$ cat src/hdl/lpoq_pkg.sv
// Shared types, codes and constants of the LRU page order queue.
package lpoq_pkg;

  localparam int unsigned LPOQ_DEPTH     = 16;
  localparam int unsigned LPOQ_PAGE_BITS = 16;

  localparam int unsigned PAGE_W      = 16;
  localparam int unsigned COUNT_OUT_W = 5;

  localparam logic [1:0] REQ_TOUCH   = 2'd0;
  localparam logic [1:0] REQ_APPEND  = 2'd1;
  localparam logic [1:0] REQ_DEQUEUE = 2'd2;

  typedef struct packed {
    logic [1:0]        req_type;
    logic [PAGE_W-1:0] page_in;
  } lpoq_req_t;

  typedef struct packed {
    logic                   ok;
    logic [PAGE_W-1:0]      page_out;
    logic                   was_present;
    logic [COUNT_OUT_W-1:0] count_after;
  } lpoq_rsp_t;

  typedef enum logic [1:0] {
    OP_NONE,
    OP_MOVE,
    OP_PUSH,
    OP_POP
  } lpoq_op_e;

  typedef struct packed {
    logic     capture;
    lpoq_op_e op;
    logic     load_out;
    logic     ok;
    logic     present;
  } lpoq_cmd_t;

  typedef struct packed {
    logic [1:0] req_type;
    logic       empty;
    logic       full;
    logic       any_match;
    logic       newest_match;
  } lpoq_stat_t;

endpackage

$ cat src/hdl/lpoq_datapath.sv
// Datapath of the LRU page order queue: ordered page store, count, match vector, result register.
module lpoq_datapath import lpoq_pkg::*; #(
  parameter int unsigned DEPTH     = LPOQ_DEPTH,
  parameter int unsigned PAGE_BITS = LPOQ_PAGE_BITS
) (
  input  logic       clk_i,
  input  logic       rst_ni,
  input  lpoq_cmd_t  cmd_i,
  input  lpoq_req_t  req_i,
  output lpoq_stat_t stat_o,
  output lpoq_rsp_t  rsp_o
);

  localparam int unsigned SW = (PAGE_BITS < PAGE_W) ? PAGE_BITS : PAGE_W;
  localparam int unsigned CW = $clog2(DEPTH + 1);

  logic [SW-1:0]    store_q [DEPTH];
  logic [SW-1:0]    store_d [DEPTH];
  logic [CW-1:0]    count_q, count_d;
  logic [SW-1:0]    page_q;
  logic [1:0]       req_q;
  logic [DEPTH-1:0] match_q, match_d;
  logic             newest_q, newest_d;
  logic [DEPTH-1:0] prefix;
  lpoq_rsp_t        rsp_q, rsp_d;
  logic [SW-1:0]    page_m;

  assign page_m = SW'(req_i.page_in);

  // Parallel compare against the held entries, done as the transaction is taken.
  always_comb begin
    match_d  = '0;
    newest_d = 1'b0;
    for (int i = 0; i < DEPTH; i++) begin
      match_d[i] = (CW'(i) < count_q) && (store_q[i] == page_m);
      if (match_d[i] && (CW'(i + 1) == count_q)) begin
        newest_d = 1'b1;
      end
    end
  end

  // Marks every entry at or above the oldest match.
  always_comb begin
    prefix[0] = match_q[0];
    for (int i = 1; i < DEPTH; i++) begin
      prefix[i] = prefix[i-1] | match_q[i];
    end
  end

  always_comb begin
    count_d = count_q;
    for (int i = 0; i < DEPTH; i++) begin
      store_d[i] = store_q[i];
    end
    case (cmd_i.op)
      OP_MOVE: begin
        for (int i = 0; i < DEPTH - 1; i++) begin
          if (prefix[i] && (CW'(i + 1) < count_q)) begin
            store_d[i] = store_q[i+1];
          end
        end
        for (int i = 0; i < DEPTH; i++) begin
          if (CW'(i + 1) == count_q) begin
            store_d[i] = page_q;
          end
        end
      end
      OP_PUSH: begin
        for (int i = 0; i < DEPTH; i++) begin
          if (CW'(i) == count_q) begin
            store_d[i] = page_q;
          end
        end
        count_d = count_q + CW'(1);
      end
      OP_POP: begin
        for (int i = 0; i < DEPTH - 1; i++) begin
          store_d[i] = store_q[i+1];
        end
        count_d = count_q - CW'(1);
      end
      default: begin
      end
    endcase
  end

  always_comb begin
    rsp_d             = rsp_q;
    rsp_d.ok          = cmd_i.ok;
    rsp_d.was_present = cmd_i.present;
    rsp_d.page_out    = (cmd_i.op == OP_POP) ? PAGE_W'(store_q[0]) : '0;
    rsp_d.count_after = COUNT_OUT_W'(count_d);
  end

  always_ff @(posedge clk_i or negedge rst_ni) begin
    if (!rst_ni) begin
      count_q <= '0;
    end else begin
      count_q <= count_d;
    end
  end

  always_ff @(posedge clk_i) begin
    for (int i = 0; i < DEPTH; i++) begin
      store_q[i] <= store_d[i];
    end
    if (cmd_i.capture) begin
      page_q   <= page_m;
      req_q    <= req_i.req_type;
      match_q  <= match_d;
      newest_q <= newest_d;
    end
    if (cmd_i.load_out) begin
      rsp_q <= rsp_d;
    end
  end

  assign stat_o.req_type     = req_q;
  assign stat_o.empty        = (count_q == '0);
  assign stat_o.full         = (count_q >= CW'(DEPTH));
  assign stat_o.any_match    = |match_q;
  assign stat_o.newest_match = newest_q;
  assign rsp_o               = rsp_q;

endmodule

$ cat src/hdl/lpoq_ctrl.sv
// Controller of the LRU page order queue: sequences each transaction and owns the output valid.
module lpoq_ctrl import lpoq_pkg::*; (
  input  logic       clk_i,
  input  logic       rst_ni,
  input  logic       in_valid_i,
  output logic       in_ready_o,
  output logic       out_valid_o,
  input  logic       out_ready_i,
  input  lpoq_stat_t stat_i,
  output lpoq_cmd_t  cmd_o
);

  localparam logic ST_IDLE = 1'b0;
  localparam logic ST_EXEC = 1'b1;

  logic state_q, state_d;
  logic out_valid_q, out_valid_d;
  logic slot_free;

  assign in_ready_o = (state_q == ST_IDLE);
  assign slot_free  = !out_valid_q || out_ready_i;

  always_comb begin
    state_d       = state_q;
    cmd_o         = '0;
    cmd_o.op      = OP_NONE;
    cmd_o.capture = in_valid_i && (state_q == ST_IDLE);
    case (state_q)
      ST_IDLE: begin
        if (in_valid_i) begin
          state_d = ST_EXEC;
        end
      end
      ST_EXEC: begin
        if (slot_free) begin
          cmd_o.load_out = 1'b1;
          state_d        = ST_IDLE;
          case (stat_i.req_type)
            REQ_TOUCH: begin
              // A touch of the newest page leaves the order as it is.
              if (stat_i.newest_match) begin
                cmd_o.ok      = 1'b1;
                cmd_o.present = 1'b1;
              end else if (stat_i.any_match) begin
                cmd_o.op      = OP_MOVE;
                cmd_o.ok      = 1'b1;
                cmd_o.present = 1'b1;
              end else if (!stat_i.full) begin
                cmd_o.op = OP_PUSH;
                cmd_o.ok = 1'b1;
              end
            end
            REQ_APPEND: begin
              if (!stat_i.full) begin
                cmd_o.op = OP_PUSH;
                cmd_o.ok = 1'b1;
              end
            end
            REQ_DEQUEUE: begin
              if (!stat_i.empty) begin
                cmd_o.op = OP_POP;
                cmd_o.ok = 1'b1;
              end
            end
            default: begin
            end
          endcase
        end
      end
      default: begin
        state_d = ST_IDLE;
      end
    endcase
  end

  always_comb begin
    out_valid_d = out_valid_q;
    if (cmd_o.load_out) begin
      out_valid_d = 1'b1;
    end else if (out_ready_i) begin
      out_valid_d = 1'b0;
    end
  end

  always_ff @(posedge clk_i or negedge rst_ni) begin
    if (!rst_ni) begin
      state_q     <= ST_IDLE;
      out_valid_q <= 1'b0;
    end else begin
      state_q     <= state_d;
      out_valid_q <= out_valid_d;
    end
  end

  assign out_valid_o = out_valid_q;

endmodule

$ cat src/hdl/lru_page_order_queue.sv
// Top level of the LRU page order queue.
// Holds up to DEPTH page numbers in least-recently-used order, oldest at the front.
// Input channel (in_valid_i/in_ready_o, in_data_i) carries one request per transaction:
// touch moves a held page to the back or appends it, append adds at the back without
// searching, dequeue removes and returns the oldest page.
// Output channel (out_valid_o/out_ready_i, out_data_o) returns one result per request.
// A request is worked in steps: the first registers a parallel compare of
// the page against every held entry, the second shifts the store and loads the result.
// The controller works on one request at a time, so in_ready_o is low during the second step.
// If the receiver stalls, the result stays in the output register and the next request is
// taken but waits in its second step until the register is freed.
// Reset empties the queue and clears the output valid; the store itself is not cleared,
// since entries at or above the count never affect a result.
module lru_page_order_queue import lpoq_pkg::*; #(
  parameter int unsigned DEPTH     = LPOQ_DEPTH,
  parameter int unsigned PAGE_BITS = LPOQ_PAGE_BITS
) (
  input  logic      clk_i,
  input  logic      rst_ni,
  input  logic      in_valid_i,
  output logic      in_ready_o,
  input  lpoq_req_t in_data_i,
  output logic      out_valid_o,
  input  logic      out_ready_i,
  output lpoq_rsp_t out_data_o
);

  lpoq_cmd_t  cmd;
  lpoq_stat_t stat;

  lpoq_ctrl u_ctrl (
    .clk_i       (clk_i),
    .rst_ni      (rst_ni),
    .in_valid_i  (in_valid_i),
    .in_ready_o  (in_ready_o),
    .out_valid_o (out_valid_o),
    .out_ready_i (out_ready_i),
    .stat_i      (stat),
    .cmd_o       (cmd)
  );

  lpoq_datapath #(
    .DEPTH     (DEPTH),
    .PAGE_BITS (PAGE_BITS)
  ) u_datapath (
    .clk_i  (clk_i),
    .rst_ni (rst_ni),
    .cmd_i  (cmd),
    .req_i  (in_data_i),
    .stat_o (stat),
    .rsp_o  (out_data_o)
  );

endmodule

$ cat config.mk
export PLATFORM = sky130hd
export DESIGN_NAME = lru_page_order_queue
export DESIGN_NICKNAME = d
export VERILOG_FILES = /design/src/hdl/lpoq_pkg.sv /design/src/hdl/lpoq_datapath.sv /design/src/hdl/lpoq_ctrl.sv /design/src/hdl/lru_page_order_queue.sv
export SDC_FILE = /design/constraint.sdc
export NUM_CORES = 1
export LEC_CHECK = 0
export BUFFER_PORTS_ARGS = -buffer_cell sky130_fd_sc_hd__buf_2
export CORE_UTILIZATION = 50
export DETAILED_ROUTE_END_ITERATION = 7
export GPL_TIMING_DRIVEN = 0
export HOLD_SLACK_MARGIN = 0.12
export PLACE_DENSITY = 0.72
export SLEW_MARGIN = 20
export SYNTH_ARGS = -nofsm -noshare
export SYNTH_HDL_FRONTEND = slang
export SYNTH_SLANG_ARGS = --single-unit
$ cat constraint.sdc
create_clock -name clk_i -period 6 [get_ports clk_i]
set_input_delay 1.2 -clock clk_i [delete_from_list [all_inputs] [get_ports clk_i]]
set_output_delay 1.2 -clock clk_i [all_outputs]
set_load 0.005 [all_outputs]
Word-level counts from Yosys, hierarchy flattened

Memories as Yosys holds them, arrays and structs flattened.
Index checks and enable logic that the tools add are counted.

Reductions and logical operators: 57
Multiplexer cells: 70
Bitwise gates (word level): 15
Order comparisons: 17
$add $sub $neg: 2
Equality and inequality tests: 37

Operator list:

| cell                | count |
|---|---|
| $mux 16             | 47 |
| $pmux 240 s3        | 1 |
| $eq 16x16->1        | 16 |
| $logic_and 1x1->1   | 48 |
| $eq 4x5->1 const A  | 8 |
| $lt 4x5->1 const A  | 8 |
| $pmux 16 s2         | 1 |
| $eq 3x5->1 const A  | 4 |
| $lt 3x5->1 const A  | 4 |
| $reduce_or 16->1    | 1 |
| $reduce_or 15->1    | 1 |
| $or 1x1->1          | 14 |
| $eq 2x5->1 const A  | 2 |
| $lt 1x5->1 const A  | 2 |
| $lt 2x5->1 const A  | 2 |
| $mux 1              | 10 |
| $mux 2              | 5 |
| $mux 5              | 2 |
| $pmux 5 s2          | 1 |
| $eq 2x2->1 const B  | 3 |
| $pmux 2 s3          | 1 |
| $add 5x1->5 const B | 1 |
| $eq 1x5->1 const A  | 1 |
| $eq 5x5->1 const A  | 1 |
| other kinds (13)    | 14 |

Logic and storage cells: 210
Bits of input ports: 22
Flip-flop bits (word level): 65
RAM bits: 256
Output and inout port bits: 25
Memories: 1

Memories:

| name               | depth | width | read ports | clocked after memory_dff | write ports | RTL line            | text |
|---|---|---|---|---|---|---|---|
| u_datapath.store_q | 16    | 16    | 16         | 0                        | 16          | lpoq_datapath.sv:17 | `logic [SW-1:0] store_q [DEPTH];` |

Longest topological paths before layout

Depth in word-level cells: 18
Depth in mapped cells: 12
Gate-level depth less buffers: 8

By module

Synthesis repeated with hierarchy kept, for this count alone.

Cells, all modules: 1234
Area total of the unflattened synthesis: 16966.3 um2

Modules (own cells, without submodules):

| module        | times used | seq. area each (um2) | area each (um2) | cells each |
|---|---|---|---|---|
| lpoq_datapath | 1          | 9554.2               | 16783.6         | 1211 |
| lpoq_ctrl     | 1          | 50.0                 | 182.7           | 23 |

Worst setup path before layout

Ideal clock, no wire load.

Path type: register to register
From: register u_datapath.count_q[1] (netlist name)
To: memory u_datapath.store_q[5][0] (netlist bit) (enable)
Buffers on the path: 4
Required time: 5.591 ns
Cell stages (with the launch flop): 12
Setup slack: 2.083 ns
Library setup time: 0.409 ns
Clock period less this slack: 3.917 ns
Arrival time: 3.508 ns
Cells stage by stage: dfrtp_1 clkbuf_1 inv_1 ha_1 clkbuf_1 inv_1 o21ai_1 clkbuf_1 o22ai_1 clkbuf_1 a31oi_1 nor3_1

RTL lines:

| element       | RTL line |
|---|---|
| end, declared | lpoq_datapath.sv:17 |

==> reports/results.txt <==
setup TNS - 0 ps
Fin. Hold Viols - 0
Slew Limit Fails - 0
DR pass1 iterations - 6
Die Span Y - 186.4 um
CP Max Fanout - 10
Distinct cells, synth - 56
WP data arrival - 5200 ps
CP max stage cell - o22ai_1
Pwr Total - 8.167 mW
setup ws final - 1031 ps
Fill cells - 2738
total CTS buffers - 37
CTS tree - done
Least-Margin Pin Slew - 1300 ps
P per Cell Area - 425.4 mW/mm2
synth warn - 0
mapped cell area - 0.01700 mm2
gpl congestion - 1.002
number of synthesized flops with an enable pin - 314
vias in the first global route - 11390
headroom to the max-slew limit - 13.35%
maximum clock frequency - 201.2 MHz
root buf cell - clkbuf_16
max_cap viols - 0
Final Critical Period - 4969 ps
layout cells sized above 1 - 22.80%
top area cells in the synthesized netlist - edfxtp_1 (55%), xor2_1 (11%), mux2_2 (9.3%)
final setup fails - 0
Final Util - 57.25%
IO buf count - 46
leakage - 6.492 nW
synth cell count leaders - edfxtp_1 (314), xor2_1 (217), mux2_2 (140)
Clock Sinks - 321
I/O Pins - 47
delay of the slowest critical-path stage - 710 ps
GRT Total Usage - 31.22%
Post-synth top flop - edfxtp_1
worst slack, placed - 1275 ps
routed via count - 11510
cts hold-fix bufs - 0
H-tree levels - 2
Setup crit end kind - register
final period utilization - 82.82%
post-DP HPWL - 38.53 mm
remaining global-route overflow - 0
fin nets - 1383
critical path class - register to register
final WL - 54.14 mm
drt initial violations - 1446
Async S/R FF share, synth - 2.181%
routed len/inst - 29.63 um
CP startpoint kind - register
Clock Tree Buf Depth - 3
largest net degree at the start of global routing - 26
CP dominant cell by count - clkbuf_1
#FFs+latches synth - 321
most common cell in the synthesized netlist - edfxtp_1
first-pass GRT wire length - 78.05 mm
cell taking the most area after synthesis - edfxtp_1
post-route ant nets - 0
sequential share of the synthesized area - 56.48%
Post-CTS Setup Bufs - 0
CP required - 6230 ps
Syn Inst Count - 1252
share of the synthesized area in the top cell type - 55.45%
CTS resizes - 0
WP buf/inv - 8
clock latency at the later pin of the worst-skew pair - 530 ps
Synthesized Nets - 1279
antenna violations before repair - 1
crit-path leading delay family - buffers and inverters
die extent in x - 186.4 um
DRC violations left - 0
Initial Util - 50.71%
core area - 0.03353 mm2
Hold/Removal Path Class - input pin to asynchronous set/reset pin
CP cell instances - clkbuf_1, inv_1, ha_1, clkbuf_1, inv_1, o21ai_1, clkbuf_1, o22ai_1, clkbuf_1, a31oi_1, nor3_2, buf_4, buf_4
outcome - finished, final reports clean
reg2reg setup slack - 1030 ps
peak supply drop - 0.2285 mV
Die ar. - 0.03475 mm2
Setup Skew - 14.26 ps
area grow syn2layout - 12.91%
clock-pin slew on the worst setup and hold paths - 60 ps
Synth Area per Inst - 13.58 um2
FP Rows - 67
Vias/cell - 6.302
RSZ-0062 raised after global routing - false
==> sequential cells by signal, summed over array words and instances (netlist names) <==
register	cells
u_datapath.store_q	256
u_datapath.rsp_o	23
u_datapath.match_q	16
u_datapath.page_q	16
u_datapath.count_q	5
u_datapath.req_q	2
u_ctrl.out_valid_o	1
u_ctrl.state_q	1
u_datapath.newest_q	1
==> where the power goes <==
group          switching [mW]  leakage, nW  total [mW]  internal, mW
combinational            1.57         2.99        2.55         0.983
sequential              0.331         2.97        3.46          3.13
clock                   0.884        0.536        2.15          1.27
==> per-layer routing <==
layer  GRT usage [%]  up-vias  share of wire (%)
met5               0        -                  0
met4           14.78        0                4.9
met3           9.498      122                 13
met2           44.27      789                 42
met1           43.67     5740                 40
li1                -     4862                  -
==> worst paths after layout <==
check | to | cells past startpoint | startpoint
min | u_datapath.count_q[0]$_DFF_PN0_ | 1 | rst_ni
max in group asynchronous | u_datapath.count_q[2]$_DFF_PN0_ | 1 | rst_ni
max reg2reg | u_datapath.store_q[5][5]$_DFFE_PP_ | 13 | u_datapath.count_q[1]$_DFF_PN0_
min reg2reg | u_ctrl.out_valid_o$_DFFE_PN0P_ | 2 | u_ctrl.out_valid_o$_DFFE_PN0P_
min in group clk_i | u_ctrl.out_valid_o$_DFFE_PN0P_ | 2 | u_ctrl.out_valid_o$_DFFE_PN0P_
max | u_datapath.store_q[5][5]$_DFFE_PP_ | 13 | u_datapath.count_q[1]$_DFF_PN0_
==> cells by family after synthesis <==
kind of cell | after synthesis | share of synthesized area (%)
flops | 321 | 56.48
simple gates | 220 | 7.116
mux | 241 | 15.95
xor+xnor | 261 | 13.44
buf+inv | 100 | 2.465
compound gates | 104 | 4.172
fa+ha+maj | 5 | 0.3679
==> cells in the final DEF, fill, tap and decap left out, drive strengths merged, types with 3 or more instances in the layout <==
cell type	count
a211oi	4
or2	3
mux2	240
nand2b	3
nor4	61
a21oi	28
o32ai	3
a31oi	12
nand4	14
xor2	217
and2	21
nand2	26
nor2	31
o21ai	28
a22o	3
xnor2	44
nor3	23
ha	5
or3	7
nand3	24
o22ai	7
dfrtp	7
buf	92
clkinv	3
edfxtp	314
clkbuf	115
inv	11
==> through the flow <==
| step | hold WS [ps] | instance area (um2) | instances |
|---|---|---|---|
| 3_5_place_dp | 497.6 | 18070 | 1765 |
| 5_1_grt | 505.9 | 19190 | 1825 |
| 2_1_floorplan | 496.4 | 17000 | 1252 |
| 3_3_place_gp | 481.1 | 17790 | 1746 |
| 6_report | 502.0 | 19200 | 1827 |
| 4_1_cts | 493.8 | 19190 | 1825 |
==> area by class of cell <==
cell class                 instances  area, um2  area share, %
multi-input combinational        831       7052          36.73
timing repair buffer              65      426.7          2.222
clock buffer                      52       1025          5.338
inverter                          10      37.54         0.1955
clock inverter                     8      96.34         0.5018
buffer                            90      391.6          2.040
sequential                       321       9604          50.03
antenna                            2      5.005        0.02607
tap                              448      560.5          2.920
No activity file was read; power rests on OpenSTA's default activity.
